===== config.mk =====
export PLATFORM = sky130hd
export DESIGN_NAME = tcw_ctrl
export DESIGN_NICKNAME = d
export VERILOG_FILES = /design/src/rtl/tcw_pkg.sv /design/src/rtl/tcw_ctrl.sv
export VERILOG_INCLUDE_DIRS = /design/src /design/src/rtl
export SDC_FILE = /design/constraint.sdc
export NUM_CORES = 1
export LEC_CHECK = 0
export ABC_AREA = 1
export BUFFER_PORTS_ARGS = -buffer_cell sky130_fd_sc_hd__clkbuf_2
export CELL_PAD_IN_SITES_DETAIL_PLACEMENT = 1
export CELL_PAD_IN_SITES_GLOBAL_PLACEMENT = 2
export CORE_MARGIN = 2
export CORE_UTILIZATION = 33
export DETAILED_ROUTE_END_ITERATION = 8
export GPL_TIMING_DRIVEN = 0
export PLACE_DENSITY = 0.93
export SLEW_MARGIN = 20
export SYNTH_ARGS = -nofsm -noshare
export SYNTH_HDL_FRONTEND = slang
export SYNTH_SLANG_ARGS = --single-unit
export TNS_END_PERCENT = 10

===== constraint.sdc =====
create_clock -name clk -period 6.9 [get_ports clk]
set_clock_uncertainty 0.1 [all_clocks]
set_input_delay 0.345 -clock clk [delete_from_list [all_inputs] [get_ports clk]]
set_output_delay 0.345 -clock clk [all_outputs]
set_load 0.05 [all_outputs]

===== src/rtl/text_console_writer_defines.svh =====
// ----------------------------------------------------------------------------
// text console writer assertion macros
// shared property wrappers, sampled on clk and idle while rst_n is low
// ----------------------------------------------------------------------------
`ifndef TEXT_CONSOLE_WRITER_DEFINES_SVH
`define TEXT_CONSOLE_WRITER_DEFINES_SVH

// condition must hold in every cycle out of reset
`define TCW_ASSERT_ALWAYS(label, cond, msg) \
  label: assert property (@(posedge clk) disable iff (!rst_n) (cond)) else $error(msg);

// antecedent implies consequent in the same cycle
`define TCW_ASSERT_IMPL(label, ante, cons, msg) \
  label: assert property (@(posedge clk) disable iff (!rst_n) (ante) |-> (cons)) \
    else $error(msg);

// antecedent implies consequent in the following cycle
`define TCW_ASSERT_NEXT(label, ante, cons, msg) \
  label: assert property (@(posedge clk) disable iff (!rst_n) (ante) |=> (cons)) \
    else $error(msg);

`endif


===== src/rtl/tcw_pkg.sv =====
// ----------------------------------------------------------------------------
// tcw_pkg
// geometry, character codes, word layouts and address helpers for the
// text console writer
// ----------------------------------------------------------------------------
package tcw_pkg;

  // screen geometry
  localparam int COLUMNS    = 80;
  localparam int ROWS       = 25;
  localparam int TAB_SPACES = 4;
  localparam int CELL_COUNT = COLUMNS * ROWS;

  // internal widths
  localparam int CX_W   = $clog2(COLUMNS);
  localparam int CY_W   = $clog2(ROWS);
  localparam int CY1_W  = CY_W + 1;
  localparam int ADDR_W = $clog2(CELL_COUNT);
  localparam int CELL_W = 16;
  localparam int TAB_W  = $clog2(TAB_SPACES + 1);

  // field widths of the stream words
  localparam int OP_W    = 2;
  localparam int CHAR_W  = 8;
  localparam int COLOR_W = 4;
  localparam int COL_FW  = 7;
  localparam int ROW_FW  = 5;
  localparam int LIN_W   = 11;
  localparam int ATTR_W  = 8;
  localparam int IN_DATA_W  = 32;
  localparam int OUT_DATA_W = 40;

  // operation codes
  localparam logic [OP_W-1:0] OP_PUT   = 2'd0;
  localparam logic [OP_W-1:0] OP_READ  = 2'd1;
  localparam logic [OP_W-1:0] OP_CLEAR = 2'd2;

  // control characters
  localparam logic [CHAR_W-1:0] CHAR_BS    = 8'h08;
  localparam logic [CHAR_W-1:0] CHAR_TAB   = 8'h09;
  localparam logic [CHAR_W-1:0] CHAR_LF    = 8'h0A;
  localparam logic [CHAR_W-1:0] CHAR_CR    = 8'h0D;
  localparam logic [CHAR_W-1:0] CHAR_BLANK = 8'h20;

  // input word, last field in the low bits
  typedef struct packed {
    logic [3:0]         pad;
    logic [ROW_FW-1:0]  read_row;
    logic [COL_FW-1:0]  read_column;
    logic [COLOR_W-1:0] background;
    logic [COLOR_W-1:0] foreground;
    logic [CHAR_W-1:0]  character;
  } in_word_t;

  // result word, last field in the low bits
  typedef struct packed {
    logic               scrolled;
    logic [ATTR_W-1:0]  cell_attribute;
    logic [CHAR_W-1:0]  cell_character;
    logic [LIN_W-1:0]   cursor_linear;
    logic [ROW_FW-1:0]  cursor_row;
    logic [COL_FW-1:0]  cursor_column;
  } out_word_t;

  // screen memory request from the sequencer
  typedef struct packed {
    logic              we;
    logic [ADDR_W-1:0] waddr;
    logic [CELL_W-1:0] wdata;
    logic              re;
    logic [ADDR_W-1:0] raddr;
  } mem_req_t;

  // start address of a physical row
  function automatic logic [ADDR_W-1:0] row_start(input logic [CY_W-1:0] prow);
    return ADDR_W'(prow) * ADDR_W'(COLUMNS);
  endfunction

  // screen row is rotated by the scroll base
  function automatic logic [ADDR_W-1:0] phys_addr(input logic [CY_W-1:0] row,
                                                  input logic [CX_W-1:0] col,
                                                  input logic [CY_W-1:0] base);
    logic [CY1_W-1:0] sum;
    sum = {1'b0, row} + {1'b0, base};
    if (sum >= CY1_W'(ROWS)) begin
      sum = sum - CY1_W'(ROWS);
    end
    return row_start(sum[CY_W-1:0]) + ADDR_W'(col);
  endfunction

endpackage


===== src/rtl/tcw_ctrl.sv =====
// ----------------------------------------------------------------------------
// tcw_ctrl
// operation sequencer: cursor, scroll base, fill walker and result register
// ----------------------------------------------------------------------------
`include "text_console_writer_defines.svh"

module tcw_ctrl (
  input  logic                            clk,
  input  logic                            rst_n,
  input  logic                            in_tvalid,
  output logic                            in_tready,
  input  logic [tcw_pkg::OP_W-1:0]        in_op,
  input  tcw_pkg::in_word_t               in_word,
  output logic                            out_tvalid,
  input  logic                            out_tready,
  output tcw_pkg::out_word_t              out_word,
  output tcw_pkg::mem_req_t               mem_req,
  input  logic [tcw_pkg::CELL_W-1:0]      mem_rdata
);

  typedef enum logic [2:0] {
    S_INIT, S_IDLE, S_PUT, S_FILL, S_RD, S_RDW, S_DONE
  } state_t;

  state_t                              state_r, state_nxt;
  logic [tcw_pkg::CX_W-1:0]            cur_x_r, cur_x_nxt;
  logic [tcw_pkg::CY_W-1:0]            cur_y_r, cur_y_nxt;
  logic [tcw_pkg::CY_W-1:0]            base_r, base_nxt;
  logic [tcw_pkg::CHAR_W-1:0]          char_r, char_nxt;
  logic [tcw_pkg::ATTR_W-1:0]          attr_r, attr_nxt;
  logic [tcw_pkg::COL_FW-1:0]          rd_col_r, rd_col_nxt;
  logic [tcw_pkg::ROW_FW-1:0]          rd_row_r, rd_row_nxt;
  logic [tcw_pkg::TAB_W-1:0]           tab_left_r, tab_left_nxt;
  logic [tcw_pkg::ADDR_W-1:0]          fill_addr_r, fill_addr_nxt;
  logic [tcw_pkg::ADDR_W-1:0]          fill_last_r, fill_last_nxt;
  logic [tcw_pkg::CELL_W-1:0]          fill_data_r, fill_data_nxt;
  logic [tcw_pkg::CELL_W-1:0]          cell_r, cell_nxt;
  logic                                scrolled_r, scrolled_nxt;
  logic                                out_valid_r, out_valid_nxt;
  tcw_pkg::out_word_t                  out_data_r, out_data_nxt;

  logic                                in_fire;
  logic [tcw_pkg::ATTR_W-1:0]          attr_in;
  logic [tcw_pkg::CY_W-1:0]            base_inc;
  logic [tcw_pkg::ADDR_W-1:0]          scroll_start;
  logic [tcw_pkg::CY_W-1:0]            addr_row;
  logic [tcw_pkg::CX_W-1:0]            addr_col;
  logic [tcw_pkg::ADDR_W-1:0]          cell_addr;
  logic                                rd_in_range;
  logic                                cursor_ok;
  logic                                fill_busy;
  logic                                rd_wait_ok;

  assign in_tready = (state_r == S_IDLE);
  assign in_fire   = in_tvalid && in_tready;
  assign attr_in   = {in_word.background, in_word.foreground};

  // scroll advances the rotation base, the old top row becomes the new bottom row
  assign base_inc     = (base_r == tcw_pkg::CY_W'(tcw_pkg::ROWS - 1)) ? '0
                                                                      : base_r + 1'b1;
  assign scroll_start = tcw_pkg::row_start(base_r);

  assign rd_in_range = (32'(in_word.read_row) < tcw_pkg::ROWS) &&
                       (32'(in_word.read_column) < tcw_pkg::COLUMNS);

  // one shared address path for cell writes and reads
  assign addr_row  = (state_r == S_RD) ? tcw_pkg::CY_W'(rd_row_r) : cur_y_r;
  assign addr_col  = (state_r == S_RD) ? tcw_pkg::CX_W'(rd_col_r) : cur_x_r;
  assign cell_addr = tcw_pkg::phys_addr(addr_row, addr_col, base_r);

  // memory request
  always_comb begin
    mem_req       = '0;
    mem_req.raddr = cell_addr;
    case (state_r)
      S_INIT, S_FILL: begin
        mem_req.we    = 1'b1;
        mem_req.waddr = fill_addr_r;
        mem_req.wdata = fill_data_r;
      end
      S_PUT: begin
        mem_req.we    = 1'b1;
        mem_req.waddr = cell_addr;
        mem_req.wdata = {attr_r, char_r};
      end
      S_RD: begin
        mem_req.re = 1'b1;
      end
      default: begin
        mem_req.we = 1'b0;
      end
    endcase
  end

  // next state and datapath
  always_comb begin
    state_nxt     = state_r;
    cur_x_nxt     = cur_x_r;
    cur_y_nxt     = cur_y_r;
    base_nxt      = base_r;
    char_nxt      = char_r;
    attr_nxt      = attr_r;
    rd_col_nxt    = rd_col_r;
    rd_row_nxt    = rd_row_r;
    tab_left_nxt  = tab_left_r;
    fill_addr_nxt = fill_addr_r;
    fill_last_nxt = fill_last_r;
    fill_data_nxt = fill_data_r;
    cell_nxt      = cell_r;
    scrolled_nxt  = scrolled_r;
    out_valid_nxt = out_valid_r;
    out_data_nxt  = out_data_r;

    // result word leaves
    if (out_valid_r && out_tready) begin
      out_valid_nxt = 1'b0;
    end

    case (state_r)
      // clear pass after reset
      S_INIT: begin
        fill_addr_nxt = fill_addr_r + 1'b1;
        if (fill_addr_r == fill_last_r) begin
          state_nxt = S_IDLE;
        end
      end

      // decode a new word
      S_IDLE: begin
        if (in_fire) begin
          char_nxt     = in_word.character;
          attr_nxt     = attr_in;
          rd_col_nxt   = in_word.read_column;
          rd_row_nxt   = in_word.read_row;
          cell_nxt     = '0;
          scrolled_nxt = 1'b0;
          tab_left_nxt = '0;
          state_nxt    = S_DONE;
          case (in_op)
            tcw_pkg::OP_PUT: begin
              case (in_word.character)
                tcw_pkg::CHAR_CR: begin
                  cur_x_nxt = '0;
                end
                tcw_pkg::CHAR_LF: begin
                  if (cur_y_r == tcw_pkg::CY_W'(tcw_pkg::ROWS - 1)) begin
                    scrolled_nxt  = 1'b1;
                    base_nxt      = base_inc;
                    fill_addr_nxt = scroll_start;
                    fill_last_nxt = scroll_start + tcw_pkg::ADDR_W'(tcw_pkg::COLUMNS - 1);
                    fill_data_nxt = {attr_in, tcw_pkg::CHAR_BLANK};
                    state_nxt     = S_FILL;
                  end else begin
                    cur_y_nxt = cur_y_r + 1'b1;
                  end
                end
                tcw_pkg::CHAR_BS: begin
                  if (cur_x_r != '0) begin
                    cur_x_nxt = cur_x_r - 1'b1;
                  end else if (cur_y_r != '0) begin
                    cur_y_nxt = cur_y_r - 1'b1;
                  end
                end
                tcw_pkg::CHAR_TAB: begin
                  char_nxt     = tcw_pkg::CHAR_BLANK;
                  tab_left_nxt = tcw_pkg::TAB_W'(tcw_pkg::TAB_SPACES);
                  state_nxt    = S_PUT;
                end
                default: begin
                  tab_left_nxt = tcw_pkg::TAB_W'(1);
                  state_nxt    = S_PUT;
                end
              endcase
            end
            tcw_pkg::OP_READ: begin
              if (rd_in_range) begin
                state_nxt = S_RD;
              end
            end
            tcw_pkg::OP_CLEAR: begin
              fill_addr_nxt = '0;
              fill_last_nxt = tcw_pkg::ADDR_W'(tcw_pkg::CELL_COUNT - 1);
              fill_data_nxt = {attr_in, tcw_pkg::CHAR_BLANK};
              state_nxt     = S_FILL;
            end
            default: begin
              state_nxt = S_DONE;
            end
          endcase
        end
      end

      // write one cell and advance the cursor
      S_PUT: begin
        tab_left_nxt = tab_left_r - 1'b1;
        state_nxt    = (tab_left_r > tcw_pkg::TAB_W'(1)) ? S_PUT : S_DONE;
        if (cur_x_r == tcw_pkg::CX_W'(tcw_pkg::COLUMNS - 1)) begin
          cur_x_nxt = '0;
          if (cur_y_r == tcw_pkg::CY_W'(tcw_pkg::ROWS - 1)) begin
            scrolled_nxt  = 1'b1;
            base_nxt      = base_inc;
            fill_addr_nxt = scroll_start;
            fill_last_nxt = scroll_start + tcw_pkg::ADDR_W'(tcw_pkg::COLUMNS - 1);
            fill_data_nxt = {attr_r, tcw_pkg::CHAR_BLANK};
            state_nxt     = S_FILL;
          end else begin
            cur_y_nxt = cur_y_r + 1'b1;
          end
        end else begin
          cur_x_nxt = cur_x_r + 1'b1;
        end
      end

      // blank a row or the whole screen, then resume a pending tab
      S_FILL: begin
        fill_addr_nxt = fill_addr_r + 1'b1;
        if (fill_addr_r == fill_last_r) begin
          state_nxt = (tab_left_r != '0) ? S_PUT : S_DONE;
        end
      end

      S_RD: begin
        state_nxt = S_RDW;
      end

      S_RDW: begin
        cell_nxt  = mem_rdata;
        state_nxt = S_DONE;
      end

      // load the result register once it is free
      S_DONE: begin
        if (!out_valid_r || out_tready) begin
          out_valid_nxt                 = 1'b1;
          out_data_nxt.cursor_column    = tcw_pkg::COL_FW'(cur_x_r);
          out_data_nxt.cursor_row       = tcw_pkg::ROW_FW'(cur_y_r);
          out_data_nxt.cursor_linear    = tcw_pkg::LIN_W'(cur_y_r) *
                                          tcw_pkg::LIN_W'(tcw_pkg::COLUMNS) +
                                          tcw_pkg::LIN_W'(cur_x_r);
          out_data_nxt.cell_character   = cell_r[tcw_pkg::CHAR_W-1:0];
          out_data_nxt.cell_attribute   = cell_r[tcw_pkg::CELL_W-1:tcw_pkg::CHAR_W];
          out_data_nxt.scrolled         = scrolled_r;
          state_nxt                     = S_IDLE;
        end
      end

      default: begin
        state_nxt = S_IDLE;
      end
    endcase
  end

  // state and registered outputs
  always_ff @(posedge clk) begin
    if (!rst_n) begin
      state_r     <= S_INIT;
      cur_x_r     <= '0;
      cur_y_r     <= '0;
      base_r      <= '0;
      tab_left_r  <= '0;
      fill_addr_r <= '0;
      fill_last_r <= tcw_pkg::ADDR_W'(tcw_pkg::CELL_COUNT - 1);
      fill_data_r <= '0;
      scrolled_r  <= 1'b0;
      out_valid_r <= 1'b0;
      out_data_r  <= '0;
    end else begin
      state_r     <= state_nxt;
      cur_x_r     <= cur_x_nxt;
      cur_y_r     <= cur_y_nxt;
      base_r      <= base_nxt;
      tab_left_r  <= tab_left_nxt;
      fill_addr_r <= fill_addr_nxt;
      fill_last_r <= fill_last_nxt;
      fill_data_r <= fill_data_nxt;
      scrolled_r  <= scrolled_nxt;
      out_valid_r <= out_valid_nxt;
      out_data_r  <= out_data_nxt;
    end
  end

  // payload registers
  always_ff @(posedge clk) begin
    char_r     <= char_nxt;
    attr_r     <= attr_nxt;
    rd_col_r   <= rd_col_nxt;
    rd_row_r   <= rd_row_nxt;
    cell_r     <= cell_nxt;
  end

  assign out_tvalid = out_valid_r;
  assign out_word   = out_data_r;

  // check terms
  assign cursor_ok  = (32'(cur_x_r) < tcw_pkg::COLUMNS) &&
                      (32'(cur_y_r) < tcw_pkg::ROWS) &&
                      (32'(base_r) < tcw_pkg::ROWS);
  assign fill_busy  = (state_r == S_FILL) || (state_r == S_INIT);
  assign rd_wait_ok = (state_r == S_RDW) && !mem_req.we;

  // checks
  `TCW_ASSERT_ALWAYS(a_cursor_range, cursor_ok, "cursor or scroll base out of range")
  `TCW_ASSERT_IMPL(a_fill_bound, fill_busy, fill_addr_r <= fill_last_r, "fill walker overran")
  `TCW_ASSERT_ALWAYS(a_port_excl, !(mem_req.we && mem_req.re), "cell read overlaps a cell write")
  `TCW_ASSERT_NEXT(a_read_done, state_r == S_RD, rd_wait_ok, "read data not taken after the read")

endmodule


==> flow_summary.toml, run 1 <==
[die]
coreArea_um2 = 23400
start_util_pct = 33.6
die_h_um = 158
die_w_um = 158
rows = 56
dieArea_um2 = 25100
ioPinCount = 136

[global_route]
grt-ovfl-total = 0
use_met2_pct = 34.6
grt_max_degree = 30
grt_antenna_before_repair = 1
grt.busiest_layer = "met2"
use_met3_pct = 4.03
grt_usage_pct = 20.6
grt_first_pass_wirelength_mm = 40.2
grtUsageMet1_pct = 26.5
grt_pass1_vias = 7656

[clocking]
cts.path.max_buffers = 2
path_clk_slew_ns = 0.06
clkLatencyLatePin_ns = 0.42
cts_sinks = 136
cts_tree = "yes"
cts_htree_levels = 4
cts_root_buf = "clkbuf_16"
cts-buffers-inserted = 17

[critical_path]
start_kind = "register"
r2r_cells = 15
crit_arrival_ns = 5.65
r2r_start = "state_r[0]"
r2r_setup_slack_ns = 3.89
reg2reg_to = "fill_data_r[13]"
crit_type = "reg2out"
required_ns = 6.45
cp-end-kind = "output port"
crit_fanout = 19

[sta]
hold_viol = 0
final-max-slew-violation-count = 0
min_period_ns = 6.09
setup_viol = 0
tightest_slew_ns = 1.01
rsz0062_at_grt = "no"
finalCritPeriodShare_pct = 88.3
setup_tns_ns = 0
max_slew_margin_pct = 32.6
fmax_mhz = 164
worst_slack_ns = 0.809

[synth]
synth_area_um2 = 7860
seq_area_frac_synth_pct = 40.3
async_reset_ff_share_pct = 0
ys_types = 56
syn_area_per_cell_um2 = 7.69
synth_ff_type = "dfxtp_1"
synth_nets = 1124
synth-edff-count = 44
syn-instance-count = 1021
synth-seq-cells = 136
yosys_warnings = 0

[power]
ir_drop_mv = 0.292
power_density_nw_per_um2 = 405
p_leak_nw = 4.46

[final_layout]
nets = 1277
drive_gt1_share_pct = 17.9
seqCellArea_um2 = 3160
area_growth_pct = 22.0
multi_input_area_um2 = 3980
mostFrequentLayoutCells = "171 x nand2_1, 131 x clkbuf_2, 122 x inv_1, 117 x nor2_1, 107 x o21ai_0"
fin_cells = 1506
diodes = 0
layout_commonest_cell = "nand2_1"
fillCellCount = 2978

[place]
dp_cells = 1471
io_buffers = 130
routabilityCongestion = 0.872
dp_slack_ns = 0.736
hpwl_mm = 19.3

[hold_path]
hold_depth = 1
min_from = "in_word[17]"
hold_end = "rd_col_r[1]"
min_path_type = "in2reg"

[detailed_routing]
vias = 7546
drt-total-wl_mm = 25.1
drc = 0
drtAntennaViolNets = 0
first_iter_violations = 393
firstDrtPassIters = 5
viasPerCell = 5.01
wl_per_cell_um = 16.7

[run]
maxCapViolCount = 0

[outcome]
status = "finished, final reports clean"
-- cells in the mapped netlist, types with 4 or more instances --
| master | number | share of area [%] |
|---|---|---|
| a31oi_1 | 18 | 1.4 |
| nand4_1 | 13 | 1.0 |
| nand3b_1 | 6 | 0.57 |
| inv_1 | 122 | 5.8 |
| nand2_1 | 171 | 8.2 |
| buf_4 | 4 | 0.38 |
| nor2_2 | 5 | 0.40 |
| and2_1 | 4 | 0.32 |
| a21oi_1 | 62 | 4.0 |
| nand3_1 | 42 | 2.7 |
| o21ai_1 | 7 | 0.45 |
| buf_2 | 4 | 0.25 |
| o21ai_0 | 107 | 6.8 |
| xnor2_1 | 6 | 0.67 |
| a211oi_1 | 7 | 0.67 |
| xor2_1 | 30 | 3.3 |
| nor4_1 | 4 | 0.32 |
| dfxtp_1 | 92 | 23 |
| inv_2 | 11 | 0.53 |
| edfxtp_1 | 44 | 17 |
| nor3_1 | 13 | 0.83 |
| ha_1 | 44 | 7.0 |
| nor2_1 | 117 | 5.6 |
| or2_2 | 4 | 0.32 |
| fa_1 | 5 | 1.3 |
| clkbuf_1 | 32 | 1.5 |
| o22ai_1 | 5 | 0.40 |
-- power by group --
part,total (W),switching (W),internal [W]
clock network,0.000970,0.000376,0.000595
logic,0.00188,0.00139,0.000497
registers,0.00103,0.0000969,0.000932
total,0.00388,0.00186,0.00202
-- what timing repair did --
item,in CTS,in global routing
resized for setup,0,3
hold buffers,4,0
hold endpoints to repair,4,0
setup endpoints to repair,0,5
setup buffers,0,0
-- metal layers --
metal  routed length [um]  part of all wire (%)  vias up
met5                   11                 0.044        -
met2                11900                    47      172
met1                11400                    45     3631
li1                     -                     -     3707
met3                 1150                   4.6       34
met4                  651                   2.6        2
-- how the worst max path moves through the flow --
stage	from	endpoint	slack (ns)	cells past startpoint
after floorplan	state_r[2]	mem_req[35]	0.79	25
after global placement	state_r[2]	mem_req[38]	0.85	27
after detailed placement	state_r[2]	mem_req[38]	0.74	27
after CTS	state_r[2]	mem_req[38]	0.27	27
after global routing	state_r[2]	mem_req[38]	0.24	26
final	state_r[2]	mem_req[38]	0.81	26
-- critical path, stage by stage, from the launching register on --
cell	delay, ns
dfxtp_2	0.48
nand2_2	0.11
nor2_2	0.25
clkbuf_2	0.34
nand2_1	0.09
o21ai_0	0.13
ha_1	0.22
inv_1	0.06
fa_1	0.50
ha_1	0.26
nand4_1	0.10
nand3_1	0.14
nand2_1	0.22
o31ai_1	0.12
xor2_1	0.16
a21oi_1	0.29
nor2_1	0.10
ha_1	0.24
fa_1	0.39
xnor2_1	0.25
inv_1	0.11
nand4_1	0.12
nand2_1	0.06
nand2_1	0.06
nand3_1	0.07
nand2_1	0.08
clkbuf_2	0.27
-- stage by stage --
step / utilization [%] / hold WS (ns) / power (W) / instance area, um^2
CTS: 41.0 / 0.000952 / 0.00390 / 9580
detailed placement: 38.1 / 0.351 / 0.00292 / 8920
finish: 40.9 / 0.00865 / 0.00388 / 9580
global placement: 38.1 / 0.345 / 0.00288 / 8900
global route: 40.9 / 0.00171 / 0.00414 / 9580
floorplan: - / 0.330 / 0.00240 / 7860
-- cell families (layout without fill, tap and decap cells) --
family,count (synthesis),count (layout),share of synthesized area [%]
AO/OA/AOI/OAI,225,225,16.1
XOR/XNOR,36,36,4.01
AND/OR/NAND/NOR,395,395,22.2
buffers and inverters,180,346,9.11
flip-flops,136,136,40.3
adder cells (fa/ha/maj),49,49,8.28
-- layout make-up --
| type | count | share of cell area (%) |
|---|---|---|
| clock buffer | 19 | 4.74 |
| timing repair buffer | 135 | 7.36 |
| buffer | 41 | 1.91 |
| tap | 319 | 4.17 |
| multi-input combinational | 705 | 41.5 |
| sequential | 136 | 33.0 |
| clock inverter | 13 | 1.74 |
| inverter | 138 | 5.54 |
-- sequential cells by signal, summed over array words and instances, names as in the netlist, 7 cells and up --
register	cells
attr_r	8
cell_r	16
char_r	8
cur_x_r	7
fill_addr_r	11
fill_data_r	9
fill_last_r	11
out_word	36
rd_col_r	7
(Power assumes the default switching activity.)
==> run 2, diff against run 1 <==
--- a/config.mk
+++ b/config.mk
@@ -6,15 +6,14 @@
 export SDC_FILE = /design/constraint.sdc
 export NUM_CORES = 1
 export LEC_CHECK = 0
-export ABC_AREA = 1
 export BUFFER_PORTS_ARGS = -buffer_cell sky130_fd_sc_hd__clkbuf_2
 export CELL_PAD_IN_SITES_DETAIL_PLACEMENT = 1
-export CELL_PAD_IN_SITES_GLOBAL_PLACEMENT = 2
+export CELL_PAD_IN_SITES_GLOBAL_PLACEMENT = 1
 export CORE_MARGIN = 2
-export CORE_UTILIZATION = 33
+export CORE_UTILIZATION = 42
 export DETAILED_ROUTE_END_ITERATION = 8
 export GPL_TIMING_DRIVEN = 0
-export PLACE_DENSITY = 0.93
+export PLACE_DENSITY = 0.92
 export SLEW_MARGIN = 20
 export SYNTH_ARGS = -nofsm -noshare
 export SYNTH_HDL_FRONTEND = slang
==> constraint.sdc (replaced) <==
create_clock -name clk -period 6.9 [get_ports clk]
set_clock_uncertainty 0.1 [all_clocks]
set_input_delay 0.345 -clock clk [delete_from_list [all_inputs] [get_ports clk]]
set_output_delay 0.345 -clock clk [all_outputs]
set_load 0.1 [all_outputs]
==> run 2 against run 1 <==
- count of clock-buffer cells in the layout decreased by 1
- sequential power decreased by 20%
- critical path type unchanged
- worst setup slack got worse by 0.58 ns
- clock power about the same
- global-route usage increased by 6.6 points
- via count about the same
- utilization increased by 11 points
==> flow_summary.toml, run 2 <==
[sta]
finalCritPeriodShare_pct = 96.6
min_period_ns = 6.67
hold_viol = 0
rsz0062_at_grt = "yes"
setup_viol = 0
max_slew_margin_pct = 41.7
fmax_mhz = 150
tightest_slew_ns = 0.874
timing.hold.ws_ns = 0.00506
final-max-slew-violation-count = 0

[detailed_routing]
vias = 7552
first_iter_violations = 460
drtAntennaViolNets = 0
drc = 0
viasPerCell = 5.84
firstDrtPassIters = 7
wl_per_cell_um = 20.6
drt-total-wl_mm = 26.6

[critical_path]
crit_arrival_ns = 6.22
crit_family = "adder cells"
slowest_delay_ns = 0.45
r2r_cells = 10
reg2reg_to = "fill_data_r[13]"
start_kind = "register"
crit_top_cell = "xor2_1"
required_ns = 6.45
slowest_stage = "fa_1"
cp-end-kind = "output port"
r2r_setup_slack_ns = 3.45
r2r_start = "state_r[2]"
crit_type = "reg2out"
crit_fanout = 10
crit_chain = "buf_2 > inv_2 > nor3_4 > clkbuf_2 > nand2_1 > o21ai_0 > ha_1 > inv_1 > fa_1 > xor2_1 > nand2_1 > o2111ai_1 > nand3_2 > and3_4 > xor2_1 > ha_1 > fa_1 > xor2_1 > and3_1 > o31a_1 > xor2_4 > a22o_1 > clkbuf_4"
worst-path-buf-inv = 5

[power]
pwr-share-seq_pct = 44.4
ir_drop_mv = 0.192
p_leak_nw = 3.98
power_switching_w = 0.000475
power.total_w = 0.00186
power_density_nw_per_um2 = 198
pwr-share-comb_pct = 3.7
power_frac_clock_pct = 51.9
internal-power_w = 0.00139
p_sw_share_pct = 25.5

[place]
routabilityCongestion = 0.868
hpwl_mm = 18.5
io_buffers = 129

[clocking]
clkLatencyLatePin_ns = 0.44
cts_sinks = 136
cts.path.max_buffers = 2
path_clk_slew_ns = 0.07
cts-buffers-inserted = 17
cts_root_buf = "clkbuf_16"
cts_tree = "yes"
cts_htree_levels = 4

[synth]
synth_area_um2 = 7680
synth_most_common_cell = "nand2_1"
synth-seq-cells = 136
syn_area_per_cell_um2 = 8.65
yosys_warnings = 0
synth_nets = 991
ys_top_cells_by_count = "159 x nand2_1, 92 x dfxtp_1, 82 x a21oi_1"
syn-instance-count = 888
async_reset_ff_share_pct = 0
synth-edff-count = 44
synth_area_leaders = "dfxtp_1 24%, edfxtp_1 17%, nand2_1 7.8%, ha_1 7.2%, a21oi_1 5.3%"
synth_ff_type = "dfxtp_1"
synth_top_area_share_pct = 24.0
seq_area_frac_synth_pct = 41.2
yosysTopAreaCell = "dfxtp_1"
ys_types = 75

[final_layout]
fillCellCount = 2175
drive_gt1_share_pct = 19.1
post-route-util_pct = 52.4
diodes = 0
seqCellArea_um2 = 3160
largest_reg_flops = 36
area_growth_pct = 22.6
nets = 1154
layout_commonest_cell = "nand2_1"
mostFrequentLayoutCells = "159 x nand2_1, 127 x clkbuf_2, 92 x dfxtp_1, 82 x a21oi_1, 74 x nor2_1"
multi_input_area_um2 = 4200

[die]
ioPinCount = 136
rows = 49
die_h_um = 139
start_util_pct = 42.7
coreArea_um2 = 18000
die_w_um = 139
dieArea_um2 = 19400

[run]
maxCapViolCount = 0

[hold_path]
hold_depth = 1
min_from = "in_word[24]"
hold_end = "rd_row_r[1]"
min_path_type = "in2reg"

[global_route]
grt-ovfl-total = 0
grt_usage_pct = 27.3
grt_antenna_before_repair = 0
grt_max_degree = 35
grt_first_pass_wirelength_mm = 41.8
grt_pass1_vias = 7817

[outcome]
status = "finished, final reports clean"
==> run 2: cell types whose count changed in the layout (fill, tap and decap cells not counted), moves of 12 or more <==
cell      before  now
a21oi_1       61   82
a31oi_1       18    4
and3_1         0   31
clkbuf_1      31   54
inv_1        122   21
nand2_1      171  159
nand3_1       42   14
nor2_1       117   74
o21ai_0      107   33
==> run 2: kinds of logic (layout without fill, tap and decap cells) <==
family / count (synthesis) / in the layout / share of synthesized area, %
adder cells (fa/ha/maj): 49 / 49 / 8.47
AO/OA/AOI/OAI: 211 / 211 / 17.4
buffers and inverters: 88 / 264 / 4.64
XOR/XNOR: 40 / 40 / 4.86
AND/OR/NAND/NOR: 354 / 354 / 21.9
flip-flops: 136 / 136 / 41.2
multiplexers: 10 / 10 / 1.52
==> run 2: routing by layer <==
metal / GRT usage (%) / up-vias / wire, um
li1: - / 3479 / -
met1: 32.6 / 3676 / 10500
met2: 47.3 / 319 / 13400
met3: 4.51 / 78 / 1600
met4: 14.1 / 0 / 1120
met5: 0 / - / 0
==> run 2: final cells by class <==
type,count,area share (%)
tap,229,3.04
multi-input combinational,664,44.6
clock inverter,14,1.81
sequential,136,33.6
clock buffer,18,4.78
timing repair buffer,144,8.41
inverter,24,0.957
buffer,64,2.84
==> run 2: timing repair <==
item | 4_1_cts | 5_1_grt
endpoints found under the hold margin | 9 | 1
hold buffers | 9 | 1
setup endpoints to repair | 0 | 7
gates resized for setup | 0 | 6
setup buffers | 0 | 4
==> run 2: stage by stage <==
step	TNS, ns	instance area, um^2	setup WS, ns	std cells
detailed placement	0	8650	0.588	1247
floorplan	-0.0534	7710	-0.0534	888
finish	0	9420	0.233	1293
CTS	0	9360	0.0231	1288
global placement	0	8640	0.751	1246
global route	-0.0853	9420	-0.0638	1293
==> run 2: worst reg2reg max path, stage by stage (launching register included) <==
cell	delay, ns
dfxtp_1	0.30
buf_2	0.16
inv_2	0.15
nand2_1	0.14
inv_2	0.12
nand2_1	0.15
inv_2	0.60
o21ai_1	0.31
nor2_1	0.56
clkbuf_1	0.52
a311oi_1	0.19
==> run 2: power groups by stage <==
stage	registers, W	clock network [W]	logic (W)
2_1_floorplan	0.000845	0	0.0000332
3_3_place_gp	0.000845	0	0.0000603
3_5_place_dp	0.000846	0	0.0000617
4_1_cts	0.000828	0.000969	0.0000669
5_1_grt	0.000828	0.00101	0.0000725
6_report	0.000828	0.000968	0.0000686
==> run 2: worst max-delay path by stage <==
stage	startpoint	cells past startpoint	to	slack, ns
2_1_floorplan	state_r[2]	19	mem_req[34]	-0.05
3_3_place_gp	state_r[2]	23	mem_req[38]	0.75
3_5_place_dp	state_r[2]	23	mem_req[38]	0.59
4_1_cts	state_r[2]	23	mem_req[38]	0.02
5_1_grt	state_r[2]	23	mem_req[38]	-0.06
6_report	state_r[2]	23	mem_req[38]	0.23
